**src/hdl/cleb_pkg.sv**
```systemverilog
// ----------------------------------------------------------------------------
// cleb_pkg
// shared types, constants and index helpers for the console line edit buffer
// ----------------------------------------------------------------------------
`default_nettype none

package cleb_pkg;

   localparam int BUFFER_DEPTH = 128;
   localparam int IDX_MOD      = 2 * BUFFER_DEPTH;
   localparam int IDX_W        = $clog2(IDX_MOD);
   localparam int SLOT_W       = $clog2(BUFFER_DEPTH);

   localparam logic [7:0] KEY_CR   = 8'h0D;
   localparam logic [7:0] KEY_LF   = 8'h0A;
   localparam logic [7:0] KEY_DEL  = 8'h7F;
   localparam logic [7:0] KEY_KILL = 8'h15;
   localparam logic [7:0] KEY_BS   = 8'h08;
   localparam logic [7:0] KEY_EOF  = 8'h04;
   localparam logic [7:0] KEY_NUL  = 8'h00;
   localparam logic [7:0] COUNT_MAX = 8'hFF;

   localparam logic MODE_KEY  = 1'b0;
   localparam logic MODE_READ = 1'b1;

   typedef logic [IDX_W-1:0]  idx_type;
   typedef logic [IDX_W:0]    idx_wide_type;
   typedef logic [SLOT_W-1:0] slot_type;

   typedef enum logic [1:0] {
      ECHO_NONE  = 2'd0,
      ECHO_BYTE  = 2'd1,
      ECHO_ERASE = 2'd2
   } echo_kind_type;

   typedef enum logic [1:0] {
      RD_BYTE  = 2'd0,
      RD_EOF   = 2'd1,
      RD_EMPTY = 2'd2
   } read_status_type;

   typedef struct packed {
      logic       mode;
      logic [7:0] key_code;
      logic       read_started;
   } req_type;

   typedef struct packed {
      echo_kind_type   echo_kind;
      logic [7:0]      echo_byte;
      logic [7:0]      erase_count;
      logic            line_ready;
      read_status_type read_status;
      logic [7:0]      read_byte;
      logic            read_line_end;
   } rsp_type;

   typedef enum logic [2:0] {
      ST_IDLE,
      ST_DECODE,
      ST_READ_CHK,
      ST_KILL_CHK,
      ST_EMIT
   } state_type;

   typedef struct packed {
      logic capture;
      logic read_empty;
      logic read_issue;
      logic read_finish;
      logic kill_issue;
      logic kill_step;
      logic key_exec;
      logic rsp_load;
   } cmd_type;

   typedef struct packed {
      logic is_read;
      logic is_kill;
      logic read_empty;
      logic kill_empty;
      logic kill_more;
   } sts_type;

   function automatic idx_type idx_inc(input idx_type i);
      return (i == idx_type'(IDX_MOD - 1)) ? '0 : i + 1'b1;
   endfunction

   function automatic idx_type idx_dec(input idx_type i);
      return (i == '0) ? idx_type'(IDX_MOD - 1) : i - 1'b1;
   endfunction

   function automatic idx_type idx_dist(input idx_type hi, input idx_type lo);
      idx_wide_type t;
      if (hi >= lo) begin
         t = {1'b0, hi} - {1'b0, lo};
      end else begin
         t = {1'b0, hi} + idx_wide_type'(IDX_MOD) - {1'b0, lo};
      end
      return t[IDX_W-1:0];
   endfunction

   function automatic slot_type slot_of(input idx_type i);
      idx_type t;
      t = (i >= idx_type'(BUFFER_DEPTH)) ? i - idx_type'(BUFFER_DEPTH) : i;
      return t[SLOT_W-1:0];
   endfunction

endpackage

`default_nettype wire

```
**src/hdl/cleb_ram.sv**
```systemverilog
// ----------------------------------------------------------------------------
// cleb_ram
// generic simple dual port ram, one write and one registered read per cycle
// ----------------------------------------------------------------------------
`default_nettype none

module cleb_ram #(
   parameter int WIDTH = 8,
   parameter int DEPTH = 128
) (
   input  wire logic                     clock,
   input  wire logic                     wr_en,
   input  wire logic [$clog2(DEPTH)-1:0] wr_addr,
   input  wire logic [WIDTH-1:0]         wr_data,
   input  wire logic                     rd_en,
   input  wire logic [$clog2(DEPTH)-1:0] rd_addr,
   output logic      [WIDTH-1:0]         rd_data
);

   logic [WIDTH-1:0] mem_ff [DEPTH];
   logic [WIDTH-1:0] rd_data_ff;

   always_ff @(posedge clock) begin
      if (wr_en) begin
         mem_ff[wr_addr] <= wr_data;
      end
      if (rd_en) begin
         rd_data_ff <= mem_ff[rd_addr];
      end
   end

   assign rd_data = rd_data_ff;

endmodule

`default_nettype wire

```
**src/hdl/cleb_datapath.sv**
```systemverilog
// ----------------------------------------------------------------------------
// cleb_datapath
// line store, ring indices, result build-up and output register
// ----------------------------------------------------------------------------
`default_nettype none

module cleb_datapath (
   input  wire logic              clock,
   input  wire logic              reset,
   input  wire cleb_pkg::req_type req_data,
   input  wire cleb_pkg::cmd_type cmd,
   output cleb_pkg::sts_type      sts,
   output cleb_pkg::rsp_type      rsp_data
);

   cleb_pkg::req_type  item_ff;
   cleb_pkg::rsp_type  res_ff, res_in;
   cleb_pkg::rsp_type  rsp_ff;
   cleb_pkg::idx_type  read_ff, read_in;
   cleb_pkg::idx_type  commit_ff, commit_in;
   cleb_pkg::idx_type  edit_ff, edit_in;
   cleb_pkg::idx_type  probe_ff, probe_in;

   logic                  wr_en;
   cleb_pkg::slot_type    wr_addr;
   logic [7:0]            wr_data;
   logic                  rd_en;
   cleb_pkg::slot_type    rd_addr;
   logic [7:0]            rd_data;

   logic [7:0]            key_byte;
   logic                  key_erase;
   logic                  key_full;
   cleb_pkg::idx_type     edit_next;
   logic                  kill_lf;

   cleb_ram #(
      .WIDTH(8),
      .DEPTH(cleb_pkg::BUFFER_DEPTH)
   ) u_line_store (
      .clock  (clock),
      .wr_en  (wr_en),
      .wr_addr(wr_addr),
      .wr_data(wr_data),
      .rd_en  (rd_en),
      .rd_addr(rd_addr),
      .rd_data(rd_data)
   );

   assign key_byte  = (item_ff.key_code == cleb_pkg::KEY_CR) ? cleb_pkg::KEY_LF
                                                             : item_ff.key_code;
   assign key_erase = (item_ff.key_code == cleb_pkg::KEY_BS) ||
                      (item_ff.key_code == cleb_pkg::KEY_DEL);
   assign key_full  = cleb_pkg::idx_dist(edit_ff, read_ff) >=
                      cleb_pkg::idx_type'(cleb_pkg::BUFFER_DEPTH);
   assign edit_next = cleb_pkg::idx_inc(edit_ff);
   assign kill_lf   = (rd_data == cleb_pkg::KEY_LF);

   always_comb begin
      sts.is_read    = (item_ff.mode == cleb_pkg::MODE_READ);
      sts.is_kill    = (item_ff.mode == cleb_pkg::MODE_KEY) &&
                       (item_ff.key_code == cleb_pkg::KEY_KILL);
      sts.read_empty = (read_ff == commit_ff);
      sts.kill_empty = (edit_ff == commit_ff);
      sts.kill_more  = !kill_lf && (probe_ff != commit_ff);
   end

   // ram access
   always_comb begin
      wr_en   = cmd.key_exec && !key_erase && (item_ff.key_code != cleb_pkg::KEY_NUL) &&
                !key_full;
      wr_addr = cleb_pkg::slot_of(edit_ff);
      wr_data = key_byte;
      rd_en   = cmd.read_issue || cmd.kill_issue || (cmd.kill_step && sts.kill_more);
      if (cmd.read_issue) begin
         rd_addr = cleb_pkg::slot_of(read_ff);
      end else if (cmd.kill_issue) begin
         rd_addr = cleb_pkg::slot_of(cleb_pkg::idx_dec(edit_ff));
      end else begin
         rd_addr = cleb_pkg::slot_of(cleb_pkg::idx_dec(probe_ff));
      end
   end

   always_comb begin
      res_in    = res_ff;
      read_in   = read_ff;
      commit_in = commit_ff;
      edit_in   = edit_ff;
      probe_in  = probe_ff;
      if (cmd.capture) begin
         res_in = '0;
      end
      if (cmd.read_empty) begin
         res_in.read_status = cleb_pkg::RD_EMPTY;
      end
      if (cmd.read_finish) begin
         if (rd_data == cleb_pkg::KEY_EOF) begin
            if (!item_ff.read_started) begin
               read_in = cleb_pkg::idx_inc(read_ff);
            end
            res_in.read_status = cleb_pkg::RD_EOF;
         end else begin
            read_in               = cleb_pkg::idx_inc(read_ff);
            res_in.read_status    = cleb_pkg::RD_BYTE;
            res_in.read_byte      = rd_data;
            res_in.read_line_end  = kill_lf;
         end
      end
      if (cmd.kill_issue) begin
         probe_in = cleb_pkg::idx_dec(edit_ff);
      end
      if (cmd.kill_step && !kill_lf) begin
         edit_in          = probe_ff;
         res_in.echo_kind = cleb_pkg::ECHO_ERASE;
         if (res_ff.erase_count != cleb_pkg::COUNT_MAX) begin
            res_in.erase_count = res_ff.erase_count + 8'd1;
         end
         if (sts.kill_more) begin
            probe_in = cleb_pkg::idx_dec(probe_ff);
         end
      end
      if (cmd.key_exec) begin
         if (key_erase) begin
            if (edit_ff != commit_ff) begin
               edit_in            = cleb_pkg::idx_dec(edit_ff);
               res_in.echo_kind   = cleb_pkg::ECHO_ERASE;
               res_in.erase_count = 8'd1;
            end
         end else if (wr_en) begin
            edit_in          = edit_next;
            res_in.echo_kind = cleb_pkg::ECHO_BYTE;
            res_in.echo_byte = key_byte;
            if ((key_byte == cleb_pkg::KEY_LF) || (key_byte == cleb_pkg::KEY_EOF) ||
                (cleb_pkg::idx_dist(edit_next, read_ff) ==
                 cleb_pkg::idx_type'(cleb_pkg::BUFFER_DEPTH))) begin
               commit_in         = edit_next;
               res_in.line_ready = 1'b1;
            end
         end
      end
   end

   always_ff @(posedge clock) begin
      if (reset) begin
         read_ff   <= '0;
         commit_ff <= '0;
         edit_ff   <= '0;
      end else begin
         read_ff   <= read_in;
         commit_ff <= commit_in;
         edit_ff   <= edit_in;
      end
   end

   always_ff @(posedge clock) begin
      probe_ff <= probe_in;
      res_ff   <= res_in;
      if (cmd.capture) begin
         item_ff <= req_data;
      end
      if (cmd.rsp_load) begin
         rsp_ff <= res_ff;
      end
   end

   assign rsp_data = rsp_ff;

`ifndef SYNTHESIS
   a_ring_bound: assert property (@(posedge clock) disable iff (reset)
      cleb_pkg::idx_dist(edit_ff, read_ff) <= cleb_pkg::idx_type'(cleb_pkg::BUFFER_DEPTH))
      else $error("edit index ran past the ring size");

   a_commit_order: assert property (@(posedge clock) disable iff (reset)
      cleb_pkg::idx_dist(commit_ff, read_ff) <= cleb_pkg::idx_dist(edit_ff, read_ff))
      else $error("commit index ahead of edit index");

   a_erase_count: assert property (@(posedge clock) disable iff (reset)
      cmd.rsp_load && (res_ff.echo_kind == cleb_pkg::ECHO_ERASE) |->
      res_ff.erase_count != 8'd0)
      else $error("erase result with zero count");
`endif

endmodule

`default_nettype wire

```
**src/hdl/cleb_ctrl.sv**
```systemverilog
// ----------------------------------------------------------------------------
// cleb_ctrl
// item sequencer: decode, ram read wait, kill-line walk and result hand-off
// ----------------------------------------------------------------------------
`default_nettype none

module cleb_ctrl (
   input  wire logic              clock,
   input  wire logic              reset,
   input  wire logic              req_valid,
   output logic                   req_ready,
   output logic                   rsp_valid,
   input  wire logic              rsp_ready,
   input  wire cleb_pkg::sts_type sts,
   output cleb_pkg::cmd_type      cmd
);

   cleb_pkg::state_type state_ff, state_in;
   logic                rsp_valid_ff, rsp_valid_in;
   logic                out_free;

   assign out_free = !rsp_valid_ff || rsp_ready;

   always_comb begin
      state_in = state_ff;
      case (state_ff)
         cleb_pkg::ST_IDLE: begin
            if (req_valid) begin
               state_in = cleb_pkg::ST_DECODE;
            end
         end
         cleb_pkg::ST_DECODE: begin
            if (sts.is_read) begin
               state_in = sts.read_empty ? cleb_pkg::ST_EMIT : cleb_pkg::ST_READ_CHK;
            end else if (sts.is_kill) begin
               state_in = sts.kill_empty ? cleb_pkg::ST_EMIT : cleb_pkg::ST_KILL_CHK;
            end else begin
               state_in = cleb_pkg::ST_EMIT;
            end
         end
         cleb_pkg::ST_READ_CHK: begin
            state_in = cleb_pkg::ST_EMIT;
         end
         cleb_pkg::ST_KILL_CHK: begin
            if (!sts.kill_more) begin
               state_in = cleb_pkg::ST_EMIT;
            end
         end
         cleb_pkg::ST_EMIT: begin
            if (out_free) begin
               state_in = cleb_pkg::ST_IDLE;
            end
         end
         default: begin
            state_in = cleb_pkg::ST_IDLE;
         end
      endcase
   end

   always_comb begin
      cmd       = '0;
      req_ready = 1'b0;
      case (state_ff)
         cleb_pkg::ST_IDLE: begin
            req_ready   = !reset;
            cmd.capture = req_valid && !reset;
         end
         cleb_pkg::ST_DECODE: begin
            if (sts.is_read) begin
               cmd.read_empty = sts.read_empty;
               cmd.read_issue = !sts.read_empty;
            end else if (sts.is_kill) begin
               cmd.kill_issue = !sts.kill_empty;
            end else begin
               cmd.key_exec = 1'b1;
            end
         end
         cleb_pkg::ST_READ_CHK: begin
            cmd.read_finish = 1'b1;
         end
         cleb_pkg::ST_KILL_CHK: begin
            cmd.kill_step = 1'b1;
         end
         cleb_pkg::ST_EMIT: begin
            cmd.rsp_load = out_free;
         end
         default: begin
            cmd = '0;
         end
      endcase
   end

   always_comb begin
      rsp_valid_in = rsp_valid_ff;
      if (cmd.rsp_load) begin
         rsp_valid_in = 1'b1;
      end else if (rsp_ready) begin
         rsp_valid_in = 1'b0;
      end
   end

   always_ff @(posedge clock) begin
      if (reset) begin
         state_ff     <= cleb_pkg::ST_IDLE;
         rsp_valid_ff <= 1'b0;
      end else begin
         state_ff     <= state_in;
         rsp_valid_ff <= rsp_valid_in;
      end
   end

   assign rsp_valid = rsp_valid_ff;

`ifndef SYNTHESIS
   a_accept_decode: assert property (@(posedge clock) disable iff (reset)
      req_valid && req_ready |=> state_ff == cleb_pkg::ST_DECODE)
      else $error("accepted transfer not decoded");

   a_cmd_onehot: assert property (@(posedge clock) disable iff (reset)
      $onehot0({cmd.capture, cmd.read_empty, cmd.read_issue, cmd.read_finish,
                cmd.kill_issue, cmd.kill_step, cmd.key_exec, cmd.rsp_load}))
      else $error("more than one datapath command at once");

   a_rsp_hold: assert property (@(posedge clock) disable iff (reset)
      rsp_valid_ff && !rsp_ready |-> !cmd.rsp_load ##1 rsp_valid_ff)
      else $error("pending result overwritten or dropped");

   a_read_chk_entry: assert property (@(posedge clock) disable iff (reset)
      state_ff == cleb_pkg::ST_READ_CHK |-> $past(cmd.read_issue))
      else $error("read check without a ram read");
`endif

endmodule

`default_nettype wire

```
**src/hdl/console_line_edit_buffer.sv**
```systemverilog
// ----------------------------------------------------------------------------
// console_line_edit_buffer
// cooked-mode keyboard line buffer: key store with echo, erase, kill-line
// and committed-byte reads over a ring of bytes
// ----------------------------------------------------------------------------
//  channel   ports                          payload
//  request   req_valid / req_ready          req_data  (cleb_pkg::req_type)
//  response  rsp_valid / rsp_ready          rsp_data  (cleb_pkg::rsp_type)
//
//  one item at a time, from accept to the load of the response register:
//  a key or backspace passes decode and emit, a read decode, the check of
//  its registered line store read and emit, a kill-line decode, a walk
//  step with one line store read per byte walked back, and emit
//  reset clears the three ring indices and holds the request side not ready;
//  the line store is not cleared
//  a stalled response holds the next result in the emit step, the request
//  side is ready again once the result moves into the response register
// ----------------------------------------------------------------------------
`default_nettype none

module console_line_edit_buffer (
   input  wire logic              clock,
   input  wire logic              reset,
   input  wire logic              req_valid,
   output logic                   req_ready,
   input  wire cleb_pkg::req_type req_data,
   output logic                   rsp_valid,
   input  wire logic              rsp_ready,
   output cleb_pkg::rsp_type      rsp_data
);

   cleb_pkg::cmd_type cmd;
   cleb_pkg::sts_type sts;

   cleb_ctrl u_ctrl (
      .clock    (clock),
      .reset    (reset),
      .req_valid(req_valid),
      .req_ready(req_ready),
      .rsp_valid(rsp_valid),
      .rsp_ready(rsp_ready),
      .sts      (sts),
      .cmd      (cmd)
   );

   cleb_datapath u_datapath (
      .clock   (clock),
      .reset   (reset),
      .req_data(req_data),
      .cmd     (cmd),
      .sts     (sts),
      .rsp_data(rsp_data)
   );

endmodule

`default_nettype wire
```
**config.mk**
```make
export PLATFORM = sky130hd
export DESIGN_NAME = console_line_edit_buffer
export DESIGN_NICKNAME = d
export VERILOG_FILES = /design/src/hdl/cleb_pkg.sv /design/src/hdl/cleb_ram.sv /design/src/hdl/cleb_datapath.sv /design/src/hdl/cleb_ctrl.sv /design/src/hdl/console_line_edit_buffer.sv
export SDC_FILE = /design/constraint.sdc
export NUM_CORES = 2
export LEC_CHECK = 0
export BUFFER_PORTS_ARGS = -buffer_cell sky130_fd_sc_hd__clkbuf_2
export CAP_MARGIN = 20
export CELL_PAD_IN_SITES_DETAIL_PLACEMENT = 0
export CELL_PAD_IN_SITES_GLOBAL_PLACEMENT = 2
export CORE_MARGIN = 2
export CORE_UTILIZATION = 43
export CTS_BUF_LIST = sky130_fd_sc_hd__clkbuf_8
export CTS_CLUSTER_SIZE = 25
export DETAILED_ROUTE_END_ITERATION = 7
export PLACE_DENSITY = 0.74
export SLEW_MARGIN = 20
export SYNTH_ARGS = -nofsm -noshare
export SYNTH_HDL_FRONTEND = slang
export SYNTH_SLANG_ARGS = --single-unit
```
**constraint.sdc**
```tcl
create_clock -name clock -period 4.9 [get_ports clock]
set_clock_uncertainty 0.15 [all_clocks]
set_input_delay 0.98 -clock clock [delete_from_list [all_inputs] [get_ports clock]]
set_output_delay 0.98 -clock clock [all_outputs]
set_load 0.05 [all_outputs]
```
# After elaboration in Yosys (flattened, before gate mapping)
# Memories as Yosys holds them, arrays and structs flattened. A register that Yosys moved wholly into a read port is not among the register bits.
# Cells that the tools add are included.
[classes]
add_sub_neg = 15
n_lt_le_gt_ge = 7
eq_ne = 24
mux = 69
bitwise = 2
n_reduce_logical = 30
[op_table]
columns = ["operator", "n"]
rows = [
  ["8-bit 2-to-1 mux", 25],
  ["7-bit 2-to-1 mux", 6],
  ["8-bit by 1-bit adder with 8-bit output, second input constant", 5],
  ["8-bit greater-or-equal comparator, second input constant", 5],
  ["8-bit by 4-bit equality test with 1-bit output, second input constant", 4],
  ["8-bit subtractor", 4],
  ["30-bit 2-to-1 mux", 1],
  ["7-bit by 1-bit subtractor with 7-bit output, second input constant", 4],
  ["8-bit equality test, second input constant", 3],
  ["3-bit 2-to-1 mux", 7],
  ["1-bit 2-to-1 mux", 19],
  ["19-bit 2-to-1 mux", 1],
  ["8-bit by 3-bit equality test with 1-bit output, second input constant", 2],
  ["8-bit equality test", 2],
  ["8-bit greater-or-equal comparator", 2],
  ["8-bit logical NOT", 2],
  ["8-bit inequality test", 2],
  ["8-bit by 1-bit subtractor with 8-bit output, second input constant", 2],
  ["3-bit one-hot mux with 5 select lines", 1],
  ["2-bit 2-to-1 mux", 6],
  ["11-bit 2-to-1 mux", 1],
  ["10-bit 2-to-1 mux", 1],
  ["9-bit 2-to-1 mux", 1],
  ["8-bit by 5-bit equality test with 1-bit output, second input constant", 1],
  ["other kinds (18)", 40],
]
[word_totals]
ff_bits = 106
ramBits = 1024
input_bits = 14
n_memories = 1
[mem_list]
columns = ["memory", "depth", "word_bits", "read_ports", "rd_clocked_by_memory_dff", "write_ports", "line_no", "rtl"]
rows = [
  ["u_datapath.u_line_store.mem_ff", 128, 8, 1, 1, 1, "cleb_ram.sv:20", "logic [WIDTH-1:0] mem_ff [DEPTH];"],
]

# Depth between registers and ports, before layout
[depth]
depth_word = 17
ltp_mapped = 19
depth_no_buf = 17

# Cells and area by module
# A second synthesis with hierarchy kept.
[unflattened]
hier_cells = 2352
hier_area_um2 = 46129.2
[modules_own_cells]
columns = ["mod", "n_inst", "cells_per_inst", "area_each_um2"]
rows = [
  ["cleb_ram", 1, 1635, 39745.6],
  ["cleb_datapath", 1, 675, 6077.1],
  ["cleb_ctrl", 1, 42, 306.5],
]

# Least setup slack after synthesis
# Ideal clock, no wire load.
[synth_timing]
kind = "reg-to-reg"
start = "register u_datapath.item_ff[4] (netlist name)"
end = "memory u_datapath.u_line_store.mem_ff[0][0] (data pin)"
setup_time_ns = 0.838
arrival_ns = 3.802
setup_slack_ns = 0.110
path_stages_with_launch = 4
n_path_buf = 0
period_less_slack_ns = 4.790
path_cell_list = "edfxtp_1 > nand2_1 > nor3_1 > nor2b_1"
[synth_between]
elab_chain_len = 2
[synth_lines]
columns = ["item", "line_no", "rtl"]
rows = [
  ["start, declared", "cleb_datapath.sv:16", "cleb_pkg::req_type item_ff;"],
  ["start signal, assigned", "cleb_datapath.sv:159", "item_ff <= req_data;"],
  ["8-bit by 4-bit equality test with 1-bit output", "cleb_datapath.sv:50", "assign key_byte = (item_ff.key_code == cleb_pkg::KEY_CR) ? cleb_pkg::KEY_LF"],
  ["8-bit 2-to-1 mux", "cleb_datapath.sv:50", ""],
  ["via u_datapath.key_byte[0]", "cleb_datapath.sv:31", "logic [7:0] key_byte;"],
  ["end, declared", "cleb_ram.sv:20", ""],
]
# The timed path passes the listed nets, and every way through them passes these cells.

# Worst setup path in the final report
[layout_timing]
start = "register u_datapath.edit_ff[1]"
end = "register u_datapath.u_line_store.rd_data_ff[6] (netlist: u_datapath.u_line_store.rd_data[6]), read port of u_datapath.u_line_store.mem_ff (data pin)"
[layout_between]
elab_chain_len = 7
[layout_lines]
columns = ["item", "line_no", "rtl"]
rows = [
  ["start, declared", "cleb_datapath.sv:21", "cleb_pkg::idx_type edit_ff, edit_in;"],
  ["start signal, assigned", "cleb_datapath.sv:151", "edit_ff <= edit_in;"],
  ["branches (longest 7 deep; another with 8-bit by 1-bit subtractor with 8-bit output)", "n/a", ""],
  ["end, declared", "cleb_ram.sv:21", "logic [WIDTH-1:0] rd_data_ff;"],
]
# Several ways; the timed one is not identified.
# A chain may end at the register's enable or synchronous reset.

==> reports/results.tsv <==
stage	metric	value	unit
grt	grt_max_degree	93	
cts	htreeDepth	4	
outcome	status	finished, final reports clean	
setup_path	worstSetupPathType	reg2reg	
grt	busiest_layer	met2	
logic_synthesis	synth_most_common_cell	edfxtp_1	
logic_synthesis	syn_inst	3466	
logic_synthesis	synth_seq_cells	1138	
logic_synthesis	syn-num-nets	3505	
setup_path	cp_max_fo	48	
min_path	hold_class	in2reg	
logic_synthesis	synth-async-reset-ratio	0	
cts	clkTransAtPathRegs	70	ps
place	gp_congestion	0.897	
timing	setup_tns	0	ps
place	preCtsSetupSlack	115	ps
place	postPlaceCellArea	0.0502	mm^2
timing	max_freq	211	MHz
cts	numCtsBuffers	186	
cts	clock_latency	870	ps
timing	final.min_clock_period	4730	ps
cts	clockBufferDepth	3	
logic_synthesis	synth_area_per_cell	13.5	um^2
detailed_routing	routedWlPerCell	25.8	um
detailed_routing	vias_per_cell	5.67	
die	std_cell_rows	120	
timing	hold_ws	137	ps
logic_synthesis	synth_top_flop_cell	edfxtp_1	
grt	use_met1	0.333	
timing	setup_slack	166	ps
detailed_routing	ant_nets	0	
die	fp.coreArea	0.107	mm^2
detailed_routing	dr.pass1.iters	5	
grt	grt_pass1_wl	201000	um
pwr	vdd_drop_max	0.000210	V
cts	cts_tree	built	
cells_and_area	final_nets	3815	
timing	hold_violations	0	
cts	cts_hold_buf	0	
run	maxCapViolCount	0	
cells_and_area	syn2layout_area_growth	15.1	%
detailed_routing	routed_wl	138000	um
grt	grt_pass1_vias	30000	
pwr	leakage	19.7	nW
logic_synthesis	synth-adder-area-share	0.00702	
cells_and_area	utilization	0.500	
detailed_routing	drc	0	
die	num_io_pins	46	
cells_and_area	drive_gt1_frac	0.160	
die	die-area	0.111	mm^2
logic_synthesis	synth_cell_type_count	76	
setup_path	cp-end-kind	flop	
logic_synthesis	synth-simple-area-share	0.121	
die	die_x	333	um
cts	root_buffer	clkbuf_8	
grt	grtUsageMet3	0.0504	
logic_synthesis	synth-edff-count	1074	
timing	fin_crit_sh	0.966	
timing	worstMarginPinSlew	1120	ps
cells_and_area	final_area	0.0537	mm^2
pwr	powerDensity	357	mW/mm^2
grt	grt_antenna_before_repair	6	
logic_synthesis	yosysWarningCount	0	
timing	slew_headroom	0.248	
logic_synthesis	yosys-top-cells-count	edfxtp_1 (1,074), nand2_1 (689), nand3_1 (226), mux2i_1 (225), nor2_1 (225)	
die	die_h	333	um
place	port_buffers	45	
grt	met2_usage	0.393	
logic_synthesis	muxShareOfSynthArea	0.0509	
logic_synthesis	yosysTopAreaCell	edfxtp_1	
timing	slew_viol_final	0	
detailed_routing	first_iter_violations	2729	
logic_synthesis	synth_top_family_by_area	simple AND/OR/NAND/NOR gates	
setup_path	crit_required	5350	ps
logic_synthesis	netlist.area_leader.share	0.691	
grt	gr-total-overflow	0	
detailed_routing	vias	30200	
logic_synthesis	synth-compound-area-share	0.0689	
setup_path	cp.arrival	5180	ps
logic_synthesis	synth_area	0.0467	mm^2
grt	grtUsageTotal	0.245	
die	start_util	0.435	
logic_synthesis	synth-xor-area-share	0.00826	
setup_path	startpoint_type	flop	
timing	finalSetupViolCount	0	
cts	clkSinkCount	1138	
logic_synthesis	synth_area_leaders	edfxtp_1 (69%), nand2_1 (5.5%), mux2i_1 (4.8%)	
logic_synthesis	synth.yosys.seq_area_share	0.718	
place	dp_hpwl	88800	um
logic make-up after synthesis:
| family | count (synthesis) |
|---|---|
| AND/OR/NAND/NOR | 1307 |
| flip-flops | 1138 |
| AO/OA/AOI/OAI | 467 |
| buffers and inverters | 249 |
| multiplexers | 236 |
| XOR/XNOR | 44 |
| adder cells (fa/ha/maj) | 25 |
final timing paths:
path | to | cells past startpoint | startpoint | slack, ps
setup / recovery | u_datapath.u_line_store.rd_data[6] | 14 | u_datapath.edit_ff[1] | 170
hold / removal | u_datapath.item_ff[0] | 1 | req_data[0] | 140
setup reg to reg | u_datapath.u_line_store.rd_data[6] | 14 | u_datapath.edit_ff[1] | 170
hold reg to reg | u_datapath.rsp_data[9] | 0 | u_datapath.res_ff[9] | 270
state kept, by name, indices dropped and copies added (netlist names):
signal and count:
u_datapath.u_line_store.mem_ff 1024, u_datapath.res_ff 30, u_datapath.rsp_data 30, u_datapath.item_ff 9, u_datapath.commit_ff 8, u_datapath.edit_ff 8
u_datapath.probe_ff 8, u_datapath.read_ff 8, u_datapath.u_line_store.rd_data 8, u_ctrl.state_ff 3, u_ctrl.rsp_valid 1, u_datapath.sts 1
layout make-up:
type	instances	area (um^2)
Fill cell	9261	53600
Sequential cell	1138	33500
Multi-Input combinational cell	2079	12200
Timing Repair Buffer	338	2760
Clock buffer	192	2640
Tap cell	1403	1760
Clock inverter	147	733
Inverter	33	126
Antenna cell	1	2.50
repair_timing:
item,in CTS,in global routing
setup endpoints to repair,0,12
setup buffers,0,2
resized for setup,0,11
power breakdown:
part           switching [mW]  internal (mW)  leakage (nW)
Sequential             0.0303           10.6          10.2
Combinational           0.666          0.265          7.56
Clock                    3.78           3.80          1.95
stage by stage:
stage	cells	power, mW
floorplan	3466	11.4
global placement	4987	11.8
detailed placement	4988	11.8
CTS	5327	19.3
global route	5331	19.8
finish	5331	19.2
worst max-delay path: stages (launching register included):
cell       delay (ps)
dfxtp_1           530
inv_1             180
ha_1              230
or3b_2            220
o21ai_2            70
a2111oi_2         450
a311o_2           260
and2_4            380
buf_12            310
mux2i_1           240
o22ai_1           160
or4_1             590
o311ai_1          130
nor3_1            180
o32a_1            310
routing by layer:
metal  up-vias  wire length [um]
met5         -                57
met4         8              4220
met3       236              9330
met1     15300             59400
li1      13700                 -
met2      1046             64700
cells in the final DEF, fill, tap and decap left out, drive strengths merged, types with 10 or more instances in the layout:
cell / n
dfxtp: 64
or3: 10
inv: 97
o41ai: 10
mux2i: 225
nor2: 225
nor3: 31
buf: 293
clkinv: 76
a31oi: 81
o22ai: 35
xnor2: 20
or2: 13
a32oi: 87
nand4: 13
clkbuf: 237
mux2: 11
ha: 23
o21ai: 43
nor4: 40
a21oi: 101
nand2: 690
o211ai: 10
xor2: 24
nand3: 226
a211oi: 33
edfxtp: 1074
nor2b: 14
(Power assumes the default switching activity.)
